`config.mk`:
```
export PLATFORM = sky130hd
export DESIGN_NAME = load_cell_tap_detector_core
export DESIGN_NICKNAME = d
export VERILOG_FILES = /design/src/rtl/lctd_pkg.sv /design/src/rtl/lctd_ram.sv /design/src/rtl/load_cell_tap_detector_core.sv
export SDC_FILE = /design/constraint.sdc
export NUM_CORES = 2
export LEC_CHECK = 0
export BUFFER_PORTS_ARGS = -buffer_cell sky130_fd_sc_hd__buf_2
export CAP_MARGIN = 0
export CORE_ASPECT_RATIO = 1.5
export CORE_MARGIN = 4
export CORE_UTILIZATION = 64
export CTS_CLUSTER_DIAMETER = 150
export DETAILED_ROUTE_END_ITERATION = 8
export GPL_TIMING_DRIVEN = 1
export PLACE_DENSITY = 0.81
export SETUP_SLACK_MARGIN = 0.1
export SLEW_MARGIN = 20
export SYNTH_ARGS = -nofsm -noshare
export SYNTH_HDL_FRONTEND = slang
export SYNTH_SLANG_ARGS = --single-unit
```
`constraint.sdc`:
```
create_clock -name clk -period 13.86 [get_ports clk]
set_input_delay 3.465 -clock clk [delete_from_list [all_inputs] [get_ports clk]]
set_output_delay 3.465 -clock clk [all_outputs]
set_load 0.01 [all_outputs]
```
`src/rtl/lctd_pkg.sv`:
```
// shared types and constants for the load cell tap detector
// no dependencies; imported by the core top level and the bench
`default_nettype none

package lctd_pkg;

  localparam int SAMPLE_W = 24;

  // rail detection threshold on the sample magnitude
  localparam logic [SAMPLE_W-1:0] RAIL_LIMIT = 24'h7FC000;
  localparam logic [3:0]          RAIL_SAT   = 4'd15;

  // ema gains as shifts: slow 1/128, fast 1/32
  localparam int SLOW_SHIFT = 7;
  localparam int FAST_SHIFT = 5;

  typedef enum logic [1:0] {
    KIND_SAMPLE  = 2'd0,
    KIND_ENABLE  = 2'd1,
    KIND_DISABLE = 2'd2,
    KIND_ARM     = 2'd3
  } kind_e;

  typedef struct packed {
    kind_e                      kind;
    logic signed [SAMPLE_W-1:0] raw_sample;
  } item_t;

  typedef struct packed {
    logic                       trigger_out;
    logic signed [SAMPLE_W-1:0] moving_average;
    logic [SAMPLE_W-1:0]        diff_magnitude;
    logic                       fault;
  } result_t;

endpackage

`default_nettype wire

```
`src/rtl/lctd_ram.sv`:
```
// generic single write port, single read port ram with registered read data
// no dependencies
`default_nettype none

module lctd_ram #(
  parameter int WIDTH = 24,
  parameter int DEPTH = 50
) (
  input  wire logic                     clk,
  input  wire logic                     we,
  input  wire logic [$clog2(DEPTH)-1:0] waddr,
  input  wire logic [WIDTH-1:0]         wdata,
  input  wire logic [$clog2(DEPTH)-1:0] raddr,
  output logic      [WIDTH-1:0]         rdata
);

  logic [WIDTH-1:0] mem [DEPTH];

  always_ff @(posedge clk) begin
    if (we) begin
      mem[waddr] <= wdata;
    end
    rdata <= mem[raddr];
  end

endmodule

`default_nettype wire

```
`src/rtl/load_cell_tap_detector_core.sv`:
```
// load cell tap detector: rail fault, moving average window, dual ema trigger
// path: an accepted request is registered in p1, p2 and p3, then in the result register
// throughput: one request per cycle unless the output stalls; the window ram is read at
// the next pointer, so its read-modify-write never stalls
// reset: synchronous, clears all state but the pipeline data; the window ram is not swept, entries
// read as zero until the pointer has wrapped once
`default_nettype none

module load_cell_tap_detector_core #(
  parameter int WINDOW_LENGTH = 50,
  parameter int RAIL_DEBOUNCE = 10
) (
  input  wire logic                  clk,
  input  wire logic                  rst,
  input  wire logic                  item_valid,
  output logic                       item_stall,
  input  wire lctd_pkg::item_t       item,
  output logic                       result_valid,
  input  wire logic                  result_stall,
  output lctd_pkg::result_t          result,
  input  wire logic                  cfg_valid,
  output logic                       cfg_ready,
  input  wire logic signed [23:0]    cfg_data
);

  import lctd_pkg::*;

  localparam int PTR_W = $clog2(WINDOW_LENGTH);
  localparam int SUM_W = SAMPLE_W + $clog2(WINDOW_LENGTH);
  localparam logic [PTR_W-1:0] LAST_PTR = PTR_W'(WINDOW_LENGTH - 1);
  localparam logic [SUM_W-1:0] LEN_W    = SUM_W'(WINDOW_LENGTH);
  localparam logic [SUM_W-1:0] RECIP    = SUM_W'((64'd1 << SUM_W) / WINDOW_LENGTH);
  localparam logic [3:0]       DEBOUNCE = 4'(RAIL_DEBOUNCE);
  localparam logic signed [SAMPLE_W:0] SLOW_ROUND = (SAMPLE_W+1)'((1 << SLOW_SHIFT) - 1);
  localparam logic signed [SAMPLE_W:0] FAST_ROUND = (SAMPLE_W+1)'((1 << FAST_SHIFT) - 1);

  typedef struct packed {
    logic                       eval;
    logic                       clear;
    logic                       arm;
    logic                       fault;
    logic signed [SAMPLE_W:0]   rate;
    logic signed [SAMPLE_W-1:0] x;
  } trig_req_t;

  typedef struct packed {
    logic                     trig;
    logic                     fault;
    logic signed [SAMPLE_W:0] diff;
  } snap_t;

  typedef struct packed {
    logic                trig;
    logic                fault;
    logic                neg;
    logic [SAMPLE_W-1:0] dmag;
  } div_t;

  // configuration
  logic signed [SAMPLE_W-1:0] sensitivity;

  // front state
  logic                       enabled, enabled_next;
  logic                       seed_pending, seed_pending_next;
  logic signed [SAMPLE_W-1:0] slow_average, slow_average_next;
  logic signed [SAMPLE_W-1:0] fast_average, fast_average_next;
  logic [3:0]                 rail_count, rail_count_next;
  logic                       fault_latched, fault_latched_next;
  logic signed [SUM_W-1:0]    window_sum, window_sum_next;
  logic [PTR_W-1:0]           window_pointer, window_pointer_next;
  logic                       wrapped, wrapped_next;
  logic signed [SAMPLE_W-1:0] last_raw, last_raw_next;

  // trigger state
  logic                       trigger_level, trigger_level_next;
  logic                       homing_armed, homing_armed_next;
  logic signed [SAMPLE_W-1:0] homing_reference, homing_reference_next;
  logic signed [SAMPLE_W:0]   homing_difference, homing_difference_next;

  // pipeline
  logic                    p1_valid, p2_valid, p3_valid;
  trig_req_t               p1, p1_in;
  logic signed [SUM_W-1:0] p1_sum;
  snap_t                   p2;
  logic signed [SUM_W-1:0] p2_sum;
  div_t                    p3;
  logic [SUM_W-1:0]        p3_abs, p3_q0;

  logic load_out, load_p3, load_p2, load_p1, accept;

  // window ram
  logic                ram_we;
  logic [PTR_W-1:0]    ram_raddr;
  logic [SAMPLE_W-1:0] ram_rdata;

  assign cfg_ready = 1'b1;

  assign load_out   = !result_valid || !result_stall;
  assign load_p3    = !p3_valid || load_out;
  assign load_p2    = !p2_valid || load_p3;
  assign load_p1    = !p1_valid || load_p2;
  assign item_stall = !load_p1;
  assign accept     = item_valid && !item_stall;

  // ---------------------------------------------------------------- front stage
  logic signed [SAMPLE_W-1:0] x;
  logic [SAMPLE_W-1:0]        mag;
  logic                       railed;
  logic [3:0]                 rail_inc;
  logic                       goes_fault;
  logic signed [SAMPLE_W:0]   ds, ds_adj, qs, slow_sum;
  logic signed [SAMPLE_W:0]   df, df_adj, qf, fast_sum;
  logic signed [SAMPLE_W-1:0] slow_upd, fast_upd;
  logic signed [SAMPLE_W:0]   rate_upd;
  logic signed [SUM_W-1:0]    old_ext;

  assign x          = item.raw_sample;
  assign mag        = x[SAMPLE_W-1] ? (~x + 1'b1) : x;
  assign railed     = mag > RAIL_LIMIT;
  assign rail_inc   = (rail_count < RAIL_SAT) ? rail_count + 4'd1 : rail_count;
  assign goes_fault = railed && (rail_inc >= DEBOUNCE);

  // truncating division: bias negative differences before the arithmetic shift
  assign ds       = (SAMPLE_W+1)'(x) - (SAMPLE_W+1)'(slow_average);
  assign ds_adj   = ds + (ds[SAMPLE_W] ? SLOW_ROUND : '0);
  assign qs       = ds_adj >>> SLOW_SHIFT;
  assign slow_sum = (SAMPLE_W+1)'(slow_average) + qs;
  assign slow_upd = slow_sum[SAMPLE_W-1:0];

  assign df       = (SAMPLE_W+1)'(x) - (SAMPLE_W+1)'(fast_average);
  assign df_adj   = df + (df[SAMPLE_W] ? FAST_ROUND : '0);
  assign qf       = df_adj >>> FAST_SHIFT;
  assign fast_sum = (SAMPLE_W+1)'(fast_average) + qf;
  assign fast_upd = fast_sum[SAMPLE_W-1:0];

  assign rate_upd = (SAMPLE_W+1)'(fast_upd) - (SAMPLE_W+1)'(slow_upd);

  // entries not yet written since reset count as zero
  assign old_ext = wrapped ? SUM_W'($signed(ram_rdata)) : '0;

  always_comb begin
    enabled_next        = enabled;
    seed_pending_next   = seed_pending;
    slow_average_next   = slow_average;
    fast_average_next   = fast_average;
    rail_count_next     = rail_count;
    fault_latched_next  = fault_latched;
    window_sum_next     = window_sum;
    window_pointer_next = window_pointer;
    wrapped_next        = wrapped;
    last_raw_next       = last_raw;
    ram_we              = 1'b0;
    p1_in.eval          = 1'b0;
    p1_in.clear         = 1'b0;
    p1_in.arm           = 1'b0;
    p1_in.rate          = rate_upd;
    p1_in.x             = x;
    if (accept) begin
      case (item.kind)
        KIND_SAMPLE: begin
          if (enabled && !fault_latched) begin
            last_raw_next = x;
            if (railed) begin
              rail_count_next = rail_inc;
            end else begin
              rail_count_next = '0;
            end
            if (goes_fault) begin
              fault_latched_next = 1'b1;
            end else begin
              ram_we          = 1'b1;
              window_sum_next = window_sum - old_ext + SUM_W'(x);
              if (window_pointer == LAST_PTR) begin
                window_pointer_next = '0;
                wrapped_next        = 1'b1;
              end else begin
                window_pointer_next = window_pointer + 1'b1;
              end
              if (seed_pending) begin
                slow_average_next = x;
                fast_average_next = x;
                seed_pending_next = 1'b0;
              end else begin
                slow_average_next = slow_upd;
                fast_average_next = fast_upd;
                p1_in.eval        = 1'b1;
              end
            end
          end
        end
        KIND_ENABLE: begin
          enabled_next      = 1'b1;
          seed_pending_next = 1'b1;
          slow_average_next = '0;
          fast_average_next = '0;
          rail_count_next   = '0;
          p1_in.clear       = 1'b1;
        end
        KIND_DISABLE: begin
          enabled_next = 1'b0;
          p1_in.clear  = 1'b1;
        end
        KIND_ARM: begin
          p1_in.arm = 1'b1;
          p1_in.x   = last_raw;
        end
        default: ;
      endcase
    end
    p1_in.fault = fault_latched_next;
  end

  // read at the next pointer so the data for the current pointer is always ready
  assign ram_raddr = rst ? '0 : window_pointer_next;

  lctd_ram #(
    .WIDTH (SAMPLE_W),
    .DEPTH (WINDOW_LENGTH)
  ) u_window_ram (
    .clk   (clk),
    .we    (ram_we),
    .waddr (window_pointer),
    .wdata (x),
    .raddr (ram_raddr),
    .rdata (ram_rdata)
  );

  always_ff @(posedge clk) begin
    if (rst) begin
      sensitivity    <= '0;
      enabled        <= 1'b0;
      seed_pending   <= 1'b0;
      slow_average   <= '0;
      fast_average   <= '0;
      rail_count     <= '0;
      fault_latched  <= 1'b0;
      window_sum     <= '0;
      window_pointer <= '0;
      wrapped        <= 1'b0;
      last_raw       <= '0;
    end else begin
      if (cfg_valid && cfg_ready) begin
        sensitivity <= cfg_data;
      end
      enabled        <= enabled_next;
      seed_pending   <= seed_pending_next;
      slow_average   <= slow_average_next;
      fast_average   <= fast_average_next;
      rail_count     <= rail_count_next;
      fault_latched  <= fault_latched_next;
      window_sum     <= window_sum_next;
      window_pointer <= window_pointer_next;
      wrapped        <= wrapped_next;
      last_raw       <= last_raw_next;
    end
  end

  // -------------------------------------------------------------- trigger stage
  logic                     p1_move;
  logic signed [SAMPLE_W+1:0] rate_ext, sens_ext;
  logic                     rate_hit;

  assign p1_move  = p1_valid && load_p2;
  assign rate_ext = (SAMPLE_W+2)'(p1.rate);
  assign sens_ext = (SAMPLE_W+2)'(sensitivity);
  // threshold applied as written, both sides against the signed sensitivity
  assign rate_hit = (rate_ext < sens_ext) || (rate_ext > -sens_ext);

  always_comb begin
    trigger_level_next     = trigger_level;
    homing_armed_next      = homing_armed;
    homing_reference_next  = homing_reference;
    homing_difference_next = homing_difference;
    if (p1_move) begin
      if (p1.clear) begin
        trigger_level_next = 1'b0;
      end
      if (p1.arm) begin
        homing_armed_next     = 1'b1;
        homing_reference_next = p1.x;
      end
      if (p1.eval) begin
        if (rate_hit) begin
          if (!trigger_level) begin
            trigger_level_next = 1'b1;
            if (homing_armed) begin
              homing_armed_next      = 1'b0;
              homing_difference_next = (SAMPLE_W+1)'(homing_reference)
                                     - (SAMPLE_W+1)'(p1.x);
            end
          end
        end else begin
          trigger_level_next = 1'b0;
        end
      end
    end
  end

  always_ff @(posedge clk) begin
    if (rst) begin
      trigger_level     <= 1'b0;
      homing_armed      <= 1'b0;
      homing_reference  <= '0;
      homing_difference <= '0;
    end else begin
      trigger_level     <= trigger_level_next;
      homing_armed      <= homing_armed_next;
      homing_reference  <= homing_reference_next;
      homing_difference <= homing_difference_next;
    end
  end

  // ------------------------------------------------------------- divide stages
  logic [SUM_W-1:0]    sum_abs;
  logic [2*SUM_W-1:0]  recip_prod;
  logic [SAMPLE_W:0]   diff_abs;
  logic [2*SUM_W-1:0]  back_prod;
  logic [SUM_W-1:0]    rem, quot, avg_full;

  assign sum_abs    = p2_sum[SUM_W-1] ? SUM_W'(-p2_sum) : SUM_W'(p2_sum);
  assign recip_prod = sum_abs * RECIP;
  assign diff_abs   = p2.diff[SAMPLE_W] ? (SAMPLE_W+1)'(-p2.diff) : (SAMPLE_W+1)'(p2.diff);

  // reciprocal estimate is low by at most one
  assign back_prod = p3_q0 * LEN_W;
  assign rem       = p3_abs - back_prod[SUM_W-1:0];
  assign quot      = (rem >= LEN_W) ? p3_q0 + 1'b1 : p3_q0;
  assign avg_full  = p3.neg ? -quot : quot;

  always_ff @(posedge clk) begin
    if (rst) begin
      p1_valid     <= 1'b0;
      p2_valid     <= 1'b0;
      p3_valid     <= 1'b0;
      result_valid <= 1'b0;
    end else begin
      if (load_p1) begin
        p1_valid <= accept;
      end
      if (load_p2) begin
        p2_valid <= p1_valid;
      end
      if (load_p3) begin
        p3_valid <= p2_valid;
      end
      if (load_out) begin
        result_valid <= p3_valid;
      end
    end
  end

  always_ff @(posedge clk) begin
    if (load_p1 && accept) begin
      p1     <= p1_in;
      p1_sum <= window_sum_next;
    end
    if (p1_move) begin
      p2.trig  <= trigger_level_next;
      p2.fault <= p1.fault;
      p2.diff  <= homing_difference_next;
      p2_sum   <= p1_sum;
    end
    if (load_p3 && p2_valid) begin
      p3.trig  <= p2.trig;
      p3.fault <= p2.fault;
      p3.neg   <= p2_sum[SUM_W-1];
      p3.dmag  <= diff_abs[SAMPLE_W-1:0];
      p3_abs   <= sum_abs;
      p3_q0    <= recip_prod[2*SUM_W-1:SUM_W];
    end
    if (load_out && p3_valid) begin
      result.trigger_out    <= p3.trig;
      result.moving_average <= avg_full[SAMPLE_W-1:0];
      result.diff_magnitude <= p3.dmag;
      result.fault          <= p3.fault;
    end
  end

  // ----------------------------------------------------------------- checks
  a_stall_only_when_full: assert property (@(posedge clk) disable iff (rst)
    item_stall |-> (result_valid && result_stall))
    else $error("request stalled while the output side could move");

  a_fault_sticky: assert property (@(posedge clk) disable iff (rst)
    fault_latched |=> fault_latched)
    else $error("latched fault cleared without reset");

  a_pointer_range: assert property (@(posedge clk) disable iff (rst)
    window_pointer <= LAST_PTR)
    else $error("window pointer beyond the last entry");

  a_rail_count_bound: assert property (@(posedge clk) disable iff (rst)
    rail_count <= DEBOUNCE)
    else $error("rail count ran past the debounce limit");

endmodule

`default_nettype wire

```
# Word-level counts from Yosys, hierarchy flattened
# Memory sizes are Yosys's and may differ from the RTL's. A register that Yosys moved wholly into a read port is not among the register bits.
# Cells that the tools add are included.
[totals]
regBits = 467
memories = 1
out_inout_bits = 53
mem_bits_rw = 1200
[op_classes]
n_lt_le_gt_ge = 6
mul = 2
bitwise_logic = 5
reduce_logical = 30
eq_ne = 6
n_mux = 64
n_addsub = 19
[mem_list]
columns = ["memory", "words", "word_bits", "read_ports", "rd_ports_with_merged_regs", "wr", "line", "rtl"]
rows = [
  ["u_window_ram.mem", 50, 24, 1, 1, 1, "lctd_ram.sv:17", "logic [WIDTH-1:0] mem [DEPTH];"],
]
[ops]
columns = ["operator", "n"]
rows = [
  ["24-bit two-way mux", 12],
  ["30-bit two-way mux", 6],
  ["25-bit two-way mux", 5],
  ["24-bit by 24-bit subtractor with 25-bit output", 4],
  ["24-bit case mux with 2 select lines", 2],
  ["30-bit subtractor", 2],
  ["30-bit by 23-bit multiplier with 53-bit output, second input constant", 1],
  ["24-bit by 1-bit adder with 24-bit output, second input constant", 2],
  ["24-bit negation", 2],
  ["6-bit two-way mux", 6],
  ["30-bit by 24-bit adder with 30-bit output", 1],
  ["30-bit by 6-bit >= comparator with 1-bit output, second input constant", 1],
  ["30-bit negation", 1],
  ["25-bit by 5-bit multiplier with 29-bit output, second input constant", 1],
  ["25-bit by 26-bit > comparator with 1-bit output", 1],
  ["24-bit negation with 26-bit output", 1],
  ["25-bit by 5-bit adder with 25-bit output", 1],
  ["25-bit by 7-bit adder with 25-bit output", 1],
  ["25-bit by 24-bit less-than comparator with 1-bit output", 1],
  ["1-bit two-way mux", 25],
  ["24-bit by 18-bit adder with 24-bit output", 1],
  ["24-bit by 20-bit adder with 24-bit output", 1],
  ["24-bit by 23-bit > comparator with 1-bit output, second input constant", 1],
  ["24-bit NOT", 1],
  ["other kinds (25)", 52],
]

# Depth between registers and ports, before layout
[depth]
ltp_word = 11
mapped_depth = 41

# By module
# Synthesis repeated with hierarchy kept, for this count alone.
[unflattened]
hier_cells = 7311
area_unflattened_um2 = 92969.2
[by_module_without_submodules]
columns = ["module", "seq_area_each_um2", "cells_each", "n_inst", "area_per_inst_um2"]
rows = [
  ["lctd_ram", 36515.0, 2429, 1, 47150.2],
  ["load_cell_tap_detector_core", 12041.5, 4882, 1, 45818.9],
]

# Least setup slack after synthesis
# OpenSTA, ideal clock, no wires.
[synth_timing]
path_kind = "input to register"
startpoint = "input item[0] (netlist bit)"
endpoint = "register p1[47] (netlist bit) (data pin)"
path_stages = 36
arrival_time_ns = 10.954
setup_slack_ns = 2.648
setup_time_ns = 0.258
path_cell_list = "inv_1 ha_1 inv_1 fa_1 a21o_1 a21oi_1 o21ai_0 a41oi_1 o31ai_1 a21boi_0 ha_1 o21a_1 o21ai_0 a21o_1 a31oi_1 o2111ai_1 or3_1 nor3_1 nand4_1 xor2_1 ha_1 and3_1 a21oi_1 o21ai_0 o21a_1 nor2_1 xnor2_1 ha_1 nand3_1 a211oi_1 nor2_1 a2111oi_0 nor3_1 o41ai_1 a21oi_1 xnor2_1"
[synth_lines]
columns = ["item", "line", "rtl"]
rows = [
  ["from (decl)", "load_cell_tap_detector_core.sv:17", "input wire lctd_pkg::item_t item,"],
  ["to (signal assigned)", "load_cell_tap_detector_core.sv:354", "p1 <= p1_in;"],
  ["to (decl)", "load_cell_tap_detector_core.sv:82", "trig_req_t p1, p1_in;"],
]

==> impl_metrics.toml <==
[run_status]
status = "complete, no violations"

[timing]
setup_viol = 0
relSlewSlack = 0.187
layout_setup_ws_ns = 1.64
skew_ns = 0.0401
hold_ws_ns = 0.405
hold_violations = 0
period_minus_slack_ns = 12.22
fin_setup_tns_ns = 0
grt_setup_unrepaired = "no"
fmax_ghz = 0.0818
finalMaxSlewViolations = 0
worst_pin_slew_ns = 1.21
fin_crit_sh = 0.882

[pwr]
p_seq_frac = 0.236
p_int_uw = 14700
combPwrFrac = 0.596
switching_share = 0.435
leakagePower_uw = 0.0384
clockPowerShare = 0.169
switching_power_uw = 11400
power_density_nw_per_um2 = 257
ir_drop_uv = 920

[synth]
ys_seq_elements = 1690
avgSynthCellArea_um2 = 11.9
ys_seq_area_frac = 0.521
synth_area_um2 = 93200
synth_largest_area_cell = "edfxtp_1"
synth_edf_count = 1471
synthTopCellsByArea = "edfxtp_1 (47%), ha_1 (8.8%), fa_1 (6.7%), dfxtp_1 (4.7%), nand2_1 (3.2%)"
yosysWarnings = 0
synthTopCellsByCount = "edfxtp_1 (1471), nand2_1 (806), inv_1 (740), ha_1 (654), fa_1 (313)"
yosysMostFrequentCell = "edfxtp_1"
synth_flop_cell = "edfxtp_1"
netlist_instances = 7810
synth_cell_type_count = 96
synth_top_area_share = 0.474
synth_nets = 8832
synthArstFlopShare = 0

[cells_and_area]
drive_gt1_frac = 0.0856
multi_input_area_um2 = 41000
final_nets = 8939
register_area_um2 = 48600
final_cells = 9946
fin_util = 0.702
syn2layout_area_growth_pct = 9.14
fill_cells = 9741

[grt]
track_usage = 0.322
grt_pass1_wl_mm = 372
grt_antenna_before_repair = 5
grt_max_degree = 142
grt_pass1_vias = 64100
grt_overflow = 0

[critical_path]
critPathKind = "in2reg"
critPathArrivalTime_ns = 12.78
max_stage_delay_ns = 0.72
cp-end-kind = "register"
cp.required_ns = 14.42
cp_max_fo = 5
crit_slowest_cell = "a2111oi_0"
crit_top_cell = "ha_1"
r2r_cells = 35
cp-start-kind = "input pin"

[hold_path]
holdPathStages = 0
worstHoldPathType = "reg2reg"

[drt]
route.detailed.wl_per_inst_um = 24.8
via_per_inst = 6.35
route.detailed.drc = 0
drtAntennaViolNets = 0
vias = 63200
wl_mm = 247
first_pass_iters = 6
drt_first_iter_violations = 6182

[clock_tree]
path_clk_slew_ns = 0.06
cts_buffers = 153
cts_setup_buffers = 0
postCtsHoldBufs = 0
cts.repair.resized = 0
clock_insertion_delay_worst_skew_ns = 0.82
htreeDepth = 4
clock-sinks = 1690
cts_tree = "built"
cts_buffer_depth = 3
root_buffer = "clkbuf_16"

[placed_design]
place_ws_ns = 0.946
dp.cells = 9665
gp_congestion = 0.937
hpwl_mm = 167
portBuffers = 106

[floorplan]
ios = 108
die-width_um = 320
die_y_um = 475
die_area_um2 = 152000
initial_core_util = 0.644
core_um2 = 145000
core.rowCount = 171

[flow_run]
maxCapViolations = 0
-- worst paths after layout --
kind	slack (ns)	end	start
worst max-delay path	1.64	p1[47]$_DFFE_PP_	item[0]
worst min register to register	0.41	p2_sum[25]$_DFFE_PP_	p1_sum[25]$_DFFE_PP_
worst min-delay path	0.41	p2_sum[25]$_DFFE_PP_	p1_sum[25]$_DFFE_PP_
worst max register to register	2.50	p3_q0[24]$_DFFE_PP_	p2_sum[0]$_DFFE_PP_
-- per-stage QoR --
| step | total power [uW] | instance area, um2 |
|---|---|---|
| 2_1_floorplan | 17400 | 93200 |
| 3_5_place_dp | 21600 | 96500 |
| 4_1_cts | 26100 | 102000 |
| 5_1_grt | 28200 | 102000 |
| 6_report | 26100 | 102000 |
| 3_3_place_gp | 21400 | 96500 |
-- cells in the final DEF, fill, tap and decap left out, types with 177 or more instances in the layout --
cell type  instances
nand2_1          806
a21oi_1          300
dfxtp_1          218
fa_1             313
nor2_1           253
inv_1            740
mux2i_1          212
a211oi_1         247
nor2b_1          242
o21ai_0          235
ha_1             654
edfxtp_1        1471
xnor2_1          239
nand3_1          177
-- metal layers --
metal	share of wire	track usage	wire length (um)	up-vias
met3	0.078	0.0524	19300	719
met2	0.50	0.563	124000	2914
li1	-	-	-	28600
met4	0.066	0.193	16400	4
met5	0.00013	0	31	-
met1	0.35	0.374	87100	31000
-- area by class of cell --
type / count / share of cell area
inverters: 743 / 0.0276
clock buffers: 188 / 0.0397
repair buffers: 275 / 0.0181
multi-input cells: 5054 / 0.402
diodes: 3 / 0.0000738
well taps: 1903 / 0.0234
flip-flops and latches: 1690 / 0.477
clock inverters: 90 / 0.0114
-- power groups by stage --
| stage | Clock, uW | Combinational, uW | Sequential (uW) |
|---|---|---|---|
| floorplan | 0 | 11200 | 6190 |
| global placement | 0 | 15100 | 6250 |
| detailed placement | 0 | 15400 | 6260 |
| CTS | 4440 | 15600 | 6150 |
| global route | 4640 | 17400 | 6160 |
| finish | 4400 | 15600 | 6150 |
-- critical path: cells and delay by family --
| kind | cells | cell delay (ns) |
|---|---|---|
| simple gates | 8 | 1.80 |
| fa+ha+maj | 5 | 1.65 |
| xor+xnor | 3 | 0.46 |
| compound gates | 18 | 4.93 |
| buf+inv | 3 | 0.47 |
-- flip-flops by register name (all words and copies together) (netlist names), 4 cells and up --
| register | count |
|---|---|
| rail_count | 4 |
| p3_abs | 29 |
| window_pointer | 6 |
| p1_sum | 30 |
| result | 50 |
| homing_difference | 25 |
| p3_q0 | 25 |
| last_raw | 24 |
| sensitivity | 24 |
| fast_average | 24 |
| p3 | 27 |
| u_window_ram.rdata | 24 |
| u_window_ram.mem | 1200 |
| slow_average | 24 |
| p2 | 27 |
| p1 | 53 |
| window_sum | 30 |
| homing_reference | 24 |
| p2_sum | 30 |
-- cell families after synthesis --
logic type	share of synthesized area
other	0.0000402
flip-flops	0.521
XOR/XNOR	0.0329
AND/OR/NAND/NOR	0.103
AO/OA/AOI/OAI	0.111
buffers and inverters	0.0449
adder cells (fa/ha/maj)	0.155
multiplexers	0.0322
(Power assumes the default switching activity.)
